$ cat src/hdl/gsd_pkg.sv
`timescale 1ns / 1ps

package gsd_pkg;

  // top gear of the gearbox, no upshift from here on
  localparam int unsigned GearCount = 6;

  // field widths
  localparam int unsigned SpeedW  = 15;
  localparam int unsigned GearW   = 3;
  localparam int unsigned TimeW   = 32;
  localparam int unsigned AccelW  = 15;
  localparam int unsigned CfgIdxW = 3;
  localparam int unsigned CfgW    = 63;
  localparam int unsigned RatioW  = 9;
  localparam int unsigned MinRpmW = 8;
  localparam int unsigned TblN    = 7;

  // rotational speeds compared in Q20 rad/s
  localparam int unsigned OmegaW      = 31;
  localparam int unsigned RpmToQ20    = 109807;
  localparam int unsigned MinRpmUnit  = 50;
  localparam int unsigned MinUnitQ20  = MinRpmUnit * RpmToQ20;
  localparam int unsigned InitSpeedQ4 = 800;
  localparam int unsigned AccCutRpm   = 2000;
  localparam int unsigned AccCutQ20   = AccCutRpm * RpmToQ20;
  localparam int unsigned AccCutSpeed = 1280;

  // register reset values
  localparam int unsigned UpperRpmRst  = 4800;
  localparam int unsigned CutRpmRst    = 8000;
  localparam int unsigned MarginRpmRst = 450;
  localparam int unsigned WaitMsRst    = 420;
  localparam int unsigned RetryMsRst   = 450;
  localparam int unsigned SafetyRst    = 154;
  localparam int unsigned UbRst        = UpperRpmRst * RpmToQ20;
  localparam int unsigned CutRst       = CutRpmRst * RpmToQ20;
  localparam int unsigned MkRst        = MarginRpmRst * RpmToQ20;
  localparam int unsigned ThrRst       = UbRst - MkRst;

  typedef enum logic [CfgIdxW-1:0] {
    CfgUpperRpm  = 3'd0,
    CfgCutRpm    = 3'd1,
    CfgMarginRpm = 3'd2,
    CfgWaitMs    = 3'd3,
    CfgRetryMs   = 3'd4,
    CfgSafety    = 3'd5,
    CfgRatioTbl  = 3'd6,
    CfgMinRpmTbl = 3'd7
  } cfg_idx_e;

  // configuration as seen by the evaluation logic, speeds already in Q20
  typedef struct packed {
    logic [OmegaW-1:0]          ub;
    logic [OmegaW-1:0]          cut;
    logic [31:0]                thr;       // two's complement, ub - margin
    logic [15:0]                wait_ms;
    logic [15:0]                retry_ms;
    logic [7:0]                 sf;
    logic [TblN*RatioW-1:0]     ratio;
    logic [TblN*MinRpmW-1:0]    min_rpm;
  } gsd_cfg_t;

  // per-word conditions that do not depend on state
  typedef struct packed {
    logic ge_ub;
    logic ge_cut;
    logic le_lb;
    logic lat_high;
    logic accel_cut;
    logic revs_ok;
    logic down_flag;
    logic init_speed;
  } gsd_flags_t;

  // ratio entry, zero for the unused code
  function automatic logic [RatioW-1:0] ratio_sel(logic [TblN*RatioW-1:0] tbl,
                                                  logic [GearW-1:0] idx);
    logic [RatioW-1:0] r;
    r = '0;
    for (int i = 0; i < TblN; i++) begin
      if (idx == GearW'(i)) r = tbl[i*RatioW +: RatioW];
    end
    return r;
  endfunction

  // minimum speed entry, gear seven uses the last entry
  function automatic logic [MinRpmW-1:0] min_sel(logic [TblN*MinRpmW-1:0] tbl,
                                                 logic [GearW-1:0] idx);
    logic [MinRpmW-1:0] r;
    r = tbl[(TblN-1)*MinRpmW +: MinRpmW];
    for (int i = 0; i < TblN; i++) begin
      if (idx == GearW'(i)) r = tbl[i*MinRpmW +: MinRpmW];
    end
    return r;
  endfunction

endpackage

$ cat src/hdl/gear_shift_decider.sv
`timescale 1ns / 1ps
// a word waits in the input register while the result register is full
// throughput: one word per cycle while out_stall_i is low; the decision logic
//   between the input register and the result register is a single pass, with
//   the gear state updated as the word leaves the input register
// reset: asynchronous, active low; clears the latched mark, requested gear and
//   request time, restores register defaults and empties both word registers
module gear_shift_decider import gsd_pkg::*; (
  input  logic                      clk_i,
  input  logic                      rst_ni,
  // configuration
  input  logic                      cfg_we_i,
  input  logic [CfgIdxW-1:0]        cfg_index_i,
  input  logic [CfgW-1:0]           cfg_data_i,
  // input word
  input  logic                      in_valid_i,
  output logic                      in_stall_o,
  input  logic [SpeedW-1:0]         engine_speed_i,
  input  logic [GearW-1:0]          current_gear_i,
  input  logic [TimeW-1:0]          now_ms_i,
  input  logic signed [AccelW-1:0]  lateral_accel_i,
  input  logic signed [AccelW-1:0]  lat_limit_max_i,
  input  logic signed [AccelW-1:0]  lat_limit_min_i,
  input  logic signed [AccelW-1:0]  target_long_accel_i,
  input  logic [SpeedW-1:0]         target_speed_i,
  input  logic                      predicted_downshift_i,
  input  logic                      have_trajectory_i,
  // result word
  output logic                      out_valid_o,
  input  logic                      out_stall_i,
  output logic [GearW-1:0]          gear_cmd_o,
  output logic                      shift_req_o,
  output logic                      cut_shift_req_o,
  output logic                      is_initialized_o
);

  gsd_cfg_t   cfg;
  gsd_flags_t flags;

  // input register
  logic                      in_vld_q, in_vld_d;
  logic [SpeedW-1:0]         es_q;
  logic [GearW-1:0]          gear_q;
  logic [TimeW-1:0]          now_q;
  logic signed [AccelW-1:0]  ay_q, lmax_q, lmin_q, ax_q;
  logic [SpeedW-1:0]         vt_q;
  logic                      pred_q, traj_q;

  // gear state
  logic                 latched_q, latched_d;
  logic [GearW-1:0]     req_q, req_d;
  logic [TimeW-1:0]     lrt_q, lrt_d;

  // result register
  logic                 out_vld_q, out_vld_d;
  logic [GearW-1:0]     gear_cmd_q, gear_cmd_d;
  logic                 shift_q, shift_d;
  logic                 cutreq_q, cutreq_d;
  logic                 init_q, init_d;

  logic in_take, advance, out_free;

  // working values for the decision
  logic              latch_now, lat_eff;
  logic [GearW-1:0]  req0;
  logic [TimeW-1:0]  lrt0, elapsed;

  gsd_cfg u_cfg (
    .clk_i       (clk_i),
    .rst_ni      (rst_ni),
    .cfg_we_i    (cfg_we_i),
    .cfg_index_i (cfg_index_i),
    .cfg_data_i  (cfg_data_i),
    .cfg_o       (cfg)
  );

  gsd_eval u_eval (
    .cfg_i                 (cfg),
    .engine_speed_i        (es_q),
    .current_gear_i        (gear_q),
    .lateral_accel_i       (ay_q),
    .lat_limit_max_i       (lmax_q),
    .lat_limit_min_i       (lmin_q),
    .target_long_accel_i   (ax_q),
    .target_speed_i        (vt_q),
    .predicted_downshift_i (pred_q),
    .have_trajectory_i     (traj_q),
    .flags_o               (flags)
  );

  // handshake: the result register frees up when it is empty or being taken
  assign out_free   = !out_vld_q || !out_stall_i;
  assign advance    = in_vld_q && out_free;
  assign in_stall_o = in_vld_q && !out_free;
  assign in_take    = in_valid_i && !in_stall_o;

  always_comb begin
    in_vld_d = in_vld_q;
    if (advance) in_vld_d = 1'b0;
    if (in_take) in_vld_d = 1'b1;
    out_vld_d = out_vld_q;
    if (!out_stall_i) out_vld_d = 1'b0;
    if (advance) out_vld_d = 1'b1;
  end

  // gear decision for the word in the input register
  always_comb begin
    latch_now = flags.init_speed && !latched_q;
    lat_eff   = latched_q || latch_now;
    req0      = latch_now ? gear_q : req_q;
    lrt0      = latch_now ? now_q : lrt_q;
    elapsed   = now_q - lrt0;      // wraps with the free-running time

    req_d     = req0;
    lrt_d     = lrt0;
    shift_d   = 1'b0;
    cutreq_d  = 1'b0;

    if (lat_eff) begin
      if (elapsed >= TimeW'(cfg.wait_ms)) begin
        if (flags.ge_ub && (gear_q < GearW'(GearCount))) begin
          // upshift, held back by lateral load unless revs reach the cut speed
          shift_d = 1'b1;
          if (flags.lat_high) begin
            if (flags.ge_cut) req_d = gear_q + 3'd1;
            else              cutreq_d = 1'b1;
          end else begin
            req_d = gear_q + 3'd1;
            lrt_d = now_q;
          end
        end else if ((flags.le_lb || flags.down_flag) && (gear_q > 3'd1)) begin
          // downshift only if the revs stay below the limiter margin
          if (flags.revs_ok) begin
            shift_d = 1'b1;
            if (flags.lat_high || flags.accel_cut) begin
              cutreq_d = 1'b1;
            end else begin
              req_d = gear_q - 3'd1;
              lrt_d = now_q;
            end
          end
        end
      end else if ((elapsed >= TimeW'(cfg.retry_ms)) && (req0 != gear_q)) begin
        // unfulfilled request falls back to the engaged gear
        req_d = gear_q;
      end
    end

    latched_d  = lat_eff;
    gear_cmd_d = lat_eff ? req_d : gear_q;
    init_d     = lat_eff;
  end

  always_ff @(posedge clk_i or negedge rst_ni) begin
    if (!rst_ni) begin
      in_vld_q  <= 1'b0;
      out_vld_q <= 1'b0;
      latched_q <= 1'b0;
      req_q     <= '0;
      lrt_q     <= '0;
    end else begin
      in_vld_q  <= in_vld_d;
      out_vld_q <= out_vld_d;
      if (advance) begin
        latched_q <= latched_d;
        req_q     <= req_d;
        lrt_q     <= lrt_d;
      end
    end
  end

  always_ff @(posedge clk_i) begin
    if (in_take) begin
      es_q   <= engine_speed_i;
      gear_q <= current_gear_i;
      now_q  <= now_ms_i;
      ay_q   <= lateral_accel_i;
      lmax_q <= lat_limit_max_i;
      lmin_q <= lat_limit_min_i;
      ax_q   <= target_long_accel_i;
      vt_q   <= target_speed_i;
      pred_q <= predicted_downshift_i;
      traj_q <= have_trajectory_i;
    end
    if (advance) begin
      gear_cmd_q <= gear_cmd_d;
      shift_q    <= shift_d;
      cutreq_q   <= cutreq_d;
      init_q     <= init_d;
    end
  end

  assign out_valid_o      = out_vld_q;
  assign gear_cmd_o       = gear_cmd_q;
  assign shift_req_o      = shift_q;
  assign cut_shift_req_o  = cutreq_q;
  assign is_initialized_o = init_q;

  // once latched the block stays latched until reset
  a_latch_holds: assert property (@(posedge clk_i) disable iff (!rst_ni)
    latched_q |=> latched_q)
    else $error("latched mark dropped");

  // a held-back shift is always a wanted shift
  a_cut_implies_shift: assert property (@(posedge clk_i) disable iff (!rst_ni)
    out_vld_q && cutreq_q |-> shift_q)
    else $error("cut request without shift request");

  // no shift decisions before the engine has started
  a_no_shift_uninit: assert property (@(posedge clk_i) disable iff (!rst_ni)
    out_vld_q && !init_q |-> !shift_q && !cutreq_q)
    else $error("shift request before initialization");

  // the input side stalls only behind a full result register
  a_stall_cause: assert property (@(posedge clk_i) disable iff (!rst_ni)
    in_stall_o |-> out_vld_q && out_stall_i && in_vld_q)
    else $error("input stalled without a blocked result");

endmodule

$ cat src/hdl/gsd_cfg.sv
`timescale 1ns / 1ps

module gsd_cfg import gsd_pkg::*; (
  input  logic               clk_i,
  input  logic               rst_ni,
  input  logic               cfg_we_i,
  input  logic [CfgIdxW-1:0] cfg_index_i,
  input  logic [CfgW-1:0]    cfg_data_i,
  output gsd_cfg_t           cfg_o
);

  logic [OmegaW-1:0] ub_q, ub_d, cut_q, cut_d;
  logic [OmegaW-3:0] mk_q, mk_d;
  logic [31:0]       thr_q, thr_d;
  logic [15:0]       wait_q, wait_d, retry_q, retry_d;
  logic [7:0]        sf_q, sf_d;
  logic [TblN*RatioW-1:0]  ratio_q, ratio_d;
  logic [TblN*MinRpmW-1:0] minrpm_q, minrpm_d;

  logic [OmegaW-1:0] ub_new, cut_new;
  logic [OmegaW-3:0] mk_new;

  // rpm to Q20 conversion at write time
  assign ub_new  = OmegaW'(cfg_data_i[13:0]) * OmegaW'(RpmToQ20);
  assign cut_new = OmegaW'(cfg_data_i[13:0]) * OmegaW'(RpmToQ20);
  assign mk_new  = (OmegaW-2)'(cfg_data_i[11:0]) * (OmegaW-2)'(RpmToQ20);

  always_comb begin
    ub_d     = ub_q;
    cut_d    = cut_q;
    mk_d     = mk_q;
    thr_d    = thr_q;
    wait_d   = wait_q;
    retry_d  = retry_q;
    sf_d     = sf_q;
    ratio_d  = ratio_q;
    minrpm_d = minrpm_q;
    if (cfg_we_i) begin
      case (cfg_idx_e'(cfg_index_i))
        CfgUpperRpm: begin
          ub_d  = ub_new;
          thr_d = 32'(ub_new) - 32'(mk_q);
        end
        CfgCutRpm: cut_d = cut_new;
        CfgMarginRpm: begin
          mk_d  = mk_new;
          thr_d = 32'(ub_q) - 32'(mk_new);
        end
        CfgWaitMs:    wait_d   = cfg_data_i[15:0];
        CfgRetryMs:   retry_d  = cfg_data_i[15:0];
        CfgSafety:    sf_d     = cfg_data_i[7:0];
        CfgRatioTbl:  ratio_d  = cfg_data_i[TblN*RatioW-1:0];
        CfgMinRpmTbl: minrpm_d = cfg_data_i[TblN*MinRpmW-1:0];
        default: ;
      endcase
    end
  end

  always_ff @(posedge clk_i or negedge rst_ni) begin
    if (!rst_ni) begin
      ub_q     <= OmegaW'(UbRst);
      cut_q    <= OmegaW'(CutRst);
      mk_q     <= (OmegaW-2)'(MkRst);
      thr_q    <= 32'(ThrRst);
      wait_q   <= 16'(WaitMsRst);
      retry_q  <= 16'(RetryMsRst);
      sf_q     <= 8'(SafetyRst);
      ratio_q  <= '0;
      minrpm_q <= '0;
    end else begin
      ub_q     <= ub_d;
      cut_q    <= cut_d;
      mk_q     <= mk_d;
      thr_q    <= thr_d;
      wait_q   <= wait_d;
      retry_q  <= retry_d;
      sf_q     <= sf_d;
      ratio_q  <= ratio_d;
      minrpm_q <= minrpm_d;
    end
  end

  assign cfg_o.ub       = ub_q;
  assign cfg_o.cut      = cut_q;
  assign cfg_o.thr      = thr_q;
  assign cfg_o.wait_ms  = wait_q;
  assign cfg_o.retry_ms = retry_q;
  assign cfg_o.sf       = sf_q;
  assign cfg_o.ratio    = ratio_q;
  assign cfg_o.min_rpm  = minrpm_q;

endmodule

$ cat src/hdl/gsd_eval.sv
`timescale 1ns / 1ps

module gsd_eval import gsd_pkg::*; (
  input  gsd_cfg_t                   cfg_i,
  input  logic [SpeedW-1:0]          engine_speed_i,
  input  logic [GearW-1:0]           current_gear_i,
  input  logic signed [AccelW-1:0]   lateral_accel_i,
  input  logic signed [AccelW-1:0]   lat_limit_max_i,
  input  logic signed [AccelW-1:0]   lat_limit_min_i,
  input  logic signed [AccelW-1:0]   target_long_accel_i,
  input  logic [SpeedW-1:0]          target_speed_i,
  input  logic                       predicted_downshift_i,
  input  logic                       have_trajectory_i,
  output gsd_flags_t                 flags_o
);

  logic [OmegaW-1:0] omega, lb;
  logic [MinRpmW-1:0] min_ent;
  logic [RatioW-1:0] ra, rb;
  logic [AccelW-1:0] ay_abs, lmax_abs, lmin_abs, lim_abs;
  logic [AccelW+7:0] ay_scaled, lim;
  logic [OmegaW+RatioW-1:0] lhs_u;
  logic signed [OmegaW+RatioW+1:0] lhs, rhs, thr_x, rb_x;

  assign omega = {engine_speed_i, 16'd0};

  // lower bound of the reported gear
  assign min_ent = min_sel(cfg_i.min_rpm, current_gear_i);
  assign lb      = OmegaW'(min_ent) * OmegaW'(MinUnitQ20);

  // lateral load against the scaled tighter limit
  assign ay_abs    = lateral_accel_i[AccelW-1] ? AccelW'(-lateral_accel_i) : lateral_accel_i;
  assign lmax_abs  = lat_limit_max_i[AccelW-1] ? AccelW'(-lat_limit_max_i) : lat_limit_max_i;
  assign lmin_abs  = lat_limit_min_i[AccelW-1] ? AccelW'(-lat_limit_min_i) : lat_limit_min_i;
  assign lim_abs   = (lmax_abs < lmin_abs) ? lmax_abs : lmin_abs;
  assign lim       = have_trajectory_i ? ((AccelW+8)'(lim_abs) * (AccelW+8)'(cfg_i.sf)) : '0;
  assign ay_scaled = {ay_abs, 8'd0};

  // revs after a downshift, cross-multiplied against the ratio
  assign ra    = ratio_sel(cfg_i.ratio, current_gear_i - 3'd2);
  assign rb    = ratio_sel(cfg_i.ratio, current_gear_i - 3'd1);
  assign lhs_u = {(SpeedW+RatioW)'(engine_speed_i) * (SpeedW+RatioW)'(ra), 16'd0};
  assign lhs   = $signed({2'b00, lhs_u});
  assign thr_x = (OmegaW+RatioW+2)'($signed(cfg_i.thr));
  assign rb_x  = $signed({{(OmegaW+2){1'b0}}, rb});
  assign rhs   = thr_x * rb_x;

  assign flags_o.ge_ub      = omega >= cfg_i.ub;
  assign flags_o.ge_cut     = omega >= cfg_i.cut;
  assign flags_o.le_lb      = omega <= lb;
  assign flags_o.lat_high   = ay_scaled > lim;
  assign flags_o.accel_cut  = have_trajectory_i && !target_long_accel_i[AccelW-1] &&
                              (target_long_accel_i != '0) &&
                              (omega > OmegaW'(AccCutQ20)) &&
                              (target_speed_i > SpeedW'(AccCutSpeed));
  assign flags_o.revs_ok    = (rb != '0) && (lhs <= rhs);
  assign flags_o.down_flag  = have_trajectory_i && predicted_downshift_i;
  assign flags_o.init_speed = engine_speed_i > SpeedW'(InitSpeedQ4);

endmodule

$ cat config.mk
export PLATFORM = sky130hd
export DESIGN_NAME = gear_shift_decider
export DESIGN_NICKNAME = d
export VERILOG_FILES = /design/src/hdl/gsd_pkg.sv /design/src/hdl/gear_shift_decider.sv /design/src/hdl/gsd_cfg.sv /design/src/hdl/gsd_eval.sv
export SDC_FILE = /design/constraint.sdc
export NUM_CORES = 2
export LEC_CHECK = 0
export BUFFER_PORTS_ARGS = -buffer_cell sky130_fd_sc_hd__buf_2
export CORE_MARGIN = 3
export CORE_UTILIZATION = 46
export DETAILED_ROUTE_END_ITERATION = 10
export PLACE_DENSITY_LB_ADDON = 0.12
export SETUP_SLACK_MARGIN = 0.4
export SYNTH_ARGS = -nofsm -noshare
export SYNTH_HDL_FRONTEND = slang
export SYNTH_SLANG_ARGS = --single-unit
$ cat constraint.sdc
create_clock -name clk_i -period 28.3 [get_ports clk_i]
set_input_delay 1.415 -clock clk_i [delete_from_list [all_inputs] [get_ports clk_i]]
set_output_delay 1.415 -clock clk_i [all_outputs]
set_load 0.005 [all_outputs]
==> impl.org <==
** Run status
- Result of the run :: complete, no violations

** Clock tree
- Number of buffers created by CTS :: 50
- The H-tree generated during clock tree synthesis spans 2 levels.
- In this run the post-CTS setup repair buffer count came out at 0.
- Clock tree synthesis found a total of 453 sinks.
- CTS-repair resized insts :: 0
- Clock edge transition at the registers on the reported setup and hold paths :: 0.06 ns
- CTS placed an instance of sky130_fd_sc_hd__clkbuf_16 at the clock tree root.
- Count of hold-fix buffers inserted at cts :: 0
- CTS tree :: done
- The clock reaches the later pin of the worst-skew pair after 0.63 ns.
- The clock passes through at most 3 buffers.

** Global route
- For this run, the total global-route usage over all layers was measured as 23.2%.
- Global-route wire length before repair :: 236000 um
- Entering global routing, the biggest net connects 81 pins.
- Number of global-route vias before repair :: 43300
- Initial antenna violation count :: 10
- Global routing finished with a remaining overflow of 0.

** STA
- Post-route setup TNS :: 0 ns
- Total setup violations reported at the end of the flow :: 0
- Setup repair after global routing missed its margin :: no
- The worst path needs 14.11 ns of the cycle, external delays included.
- The final count of hold timing violations is 0.
- Final critical-path share of the clock period :: 49.9%
- Post-route clock skew :: 0.0177 ns
- Slew Limit Headroom :: 25.3%
- Final max-slew violation count :: 0
- For the pin with the worst max-slew slack, the measured transition is 1.11 ns.
- For this run, the top clock speed supported by timing is 70.9 MHz.

** Synthesis
- After synthesis, the mean cell area works out to 9.33 um^2.
- Most repeated cell in the gate-level netlist after synthesis :: sky130_fd_sc_hd__inv_1
- Synth Instances :: 6081
- Area share of the largest cell type after synthesis :: 22.3%
- The most used flip-flop cell after synthesis is sky130_fd_sc_hd__dfrtp_1.
- Post-Syn Area :: 0.0567 mm^2
- EDFF count, synth :: 133
- Synth Register Bits :: 453
- Yosys top cell by area :: sky130_fd_sc_hd__fa_1
- Asr flop ratio synth :: 70.6%
- Synthesis produced a netlist with a net count of 7601.
- Post-synthesis sequential area ratio :: 21.3%
- Post-synth top cells :: sky130_fd_sc_hd__inv_1 (914), sky130_fd_sc_hd__ha_1 (691), sky130_fd_sc_hd__nand2_1 (639), sky130_fd_sc_hd__fa_1 (631), sky130_fd_sc_hd__o21ai_0 (351)
- Yosys mapped the design onto 91 distinct sky130hd cell types.
- Ranked by total cell area, the synthesized netlist is headed by sky130_fd_sc_hd__fa_1 (22%), sky130_fd_sc_hd__ha_1 (15%), sky130_fd_sc_hd__dfrtp_1 (11%), sky130_fd_sc_hd__edfxtp_1 (7.0%), sky130_fd_sc_hd__inv_1 (6.0%).
- For this run, the number of Yosys warnings is 0.

** Floorplan
- Placeable core region :: 0.122 mm^2
- The floorplan step defined a die boundary enclosing 0.128 mm^2.
- The floorplan has 128 rows.
- From left edge to right edge, the die measures 357 um.
- Height of the die :: 357 um
- 206 I/O pins were placed.
- For this configuration, the core starts out at a cell density of 46.4%.

** Min path
- Endpoint of the worst hold path :: u_cfg.cut_q[0]
- In this run the most critical hold path is launched from u_cfg.cut_q[0].
- WHS Path Cells :: 2
- Worst min-delay path category :: flip-flop to flip-flop

** Routing
- Detailed routing placed a total of 5630 um of wire on met3.
- DRT antenna net count :: 0
- Residual DRC count :: 0
- Number of vias in the routed layout :: 42300
- Initial detailed-routing violation count :: 2300
- The final layout contains routed wiring with a total length of 147000 um.
- Average wire per cell in the routed design :: 18.7 um
- After detailed routing, the met2 layer carries 70800 um of wire.
- Using the TritonRoute via totals, the vias-per-cell ratio works out to 5.37.
- Met1 layer wirelength in the final routing :: 67200 um
- The detailed router used layers up to and including met5.
- Pre-Repair DR Iteration Count :: 5

** Placed design
- The HPWL after detailed placement is 119000 um.
- GP Congestion :: 0.890
- Port buffering added 205 buffers.

** Setup path
- Data arrives at the worst endpoint at 14.61 ns.
- The worst setup path is captured at a flip-flop.
- Maximum cell stage delay along the critical path :: 0.90 ns
- Endpoint required time on the critical path :: 28.80 ns
- In this run the critical register-to-register path is launched from gear_q[1].
- The worst register-to-register path has a setup slack of 14.19 ns.
- Highest-delay cell along the critical path :: sky130_fd_sc_hd__o21ai_4
- Worst Setup Path Type :: flip-flop to flip-flop
- R2R cell count :: 41
- Most repeated library cell on the critical path :: sky130_fd_sc_hd__fa_1
- Along the worst path, the maximum fanout reaches 32.
- Type of element launching the critical path :: flip-flop
- Terminus of the critical flop-to-flop path :: lrt_q[30]

** Run
- Total of max-cap violations :: 0

** Finish
- Fin nets :: 7718
- Share of cells above drive strength 1 :: 9.04%
- Layout Area Growth over Synthesis :: 8.15%
- Fill cells in the final layout number 11500.
-- flip-flops by register name, indices dropped and copies added, names as in the netlist, 16 cells and up --
register        flops
u_cfg.cut_q        31
u_cfg.ratio_q      63
lrt_q              32
u_cfg.retry_q      16
u_cfg.minrpm_q     56
u_cfg.mk_q         29
u_cfg.ub_q         31
now_q              32
u_cfg.thr_q        32
u_cfg.wait_q       16
-- final cells by class --
type / instances / area, um^2 / share of cell area (%)
diodes: 5 / 12.5 / 0.0204
clock buffers: 57 / 1300 / 2.12
flip-flops and latches: 453 / 12100 / 19.7
repair buffers: 264 / 1480 / 2.41
inverters: 916 / 3440 / 5.60
clock inverters: 37 / 490 / 0.799
well taps: 1625 / 2030 / 3.31
multi-input cells: 4513 / 40500 / 66.0
-- routing by layer --
layer	vias to the layer above	track usage [%]
li1	20400	-
met1	20900	31.3
met2	780	40.1
met3	198	2.53
met4	10	5.61
met5	-	0
-- cell usage in the layout, fill, tap and decap left out, drive strengths merged, types with 65 or more instances in the layout --
cell type	count
inv	917
and2	217
ha	691
nand2b	65
buf	264
dfrtp	256
mux2	146
xor2	90
xnor2	156
edfxtp	133
a21o	96
o21ai	358
nor2b	127
fa	631
a21oi	308
nand2	639
nor2	256
-- per-stage QoR --
step | setup slack (ns) | std cells | utilization, % | hold slack (ns) | instance area (um^2)
global route | 13.09 | 7867 | 50.2 | 0.496 | 61400
CTS | 13.68 | 7865 | 50.2 | 0.478 | 61300
floorplan | 17.01 | 6081 | - | 0.442 | 56700
finish | 14.19 | 7870 | 50.2 | 0.477 | 61400
global placement | 14.05 | 7771 | 48.7 | 0.456 | 59600
detailed placement | 13.74 | 7771 | 48.7 | 0.464 | 59600
-- worst max path at each step --
stage                 to  cells after the start      start  slack, ns
6_report       lrt_q[30]                     41  gear_q[1]      14.19
3_5_place_dp   lrt_q[23]                     41  gear_q[0]      13.74
2_1_floorplan   lrt_q[1]                     45  lmin_q[4]      17.01
5_1_grt        lrt_q[30]                     41  gear_q[1]      13.09
3_3_place_gp    lrt_q[0]                     41  gear_q[0]      14.05
4_1_cts        lrt_q[23]                     41  gear_q[1]      13.68
-- critical path: cells and delay by family, from the launching register on --
family	cells	cell delay [ns]
XOR/XNOR	1	0.13
buffers and inverters	7	1.54
AND/OR/NAND/NOR	8	2.08
adder cells (fa/ha/maj)	9	4.27
AO/OA/AOI/OAI	14	4.47
multiplexers	2	0.80
flip-flops	1	0.60
-- cell families (layout without fill, tap and decap cells) --
family | count (synthesis) | after routing | synth area share (%)
AOI/OAI and AO/OA | 1130 | 1130 | 12.3
xor gates and xnor gates | 246 | 246 | 3.80
adders and majority gates | 1322 | 1322 | 37.5
buffers and inverters | 1115 | 1274 | 7.39
DFF | 453 | 453 | 21.3
muxes | 197 | 197 | 3.80
other | 0 | 5 | 0
and+or+nand+nor | 1618 | 1618 | 13.9
Power is not shown: default switching activity piles up to over one toggle a cycle in this logic, so the estimate is an artifact.
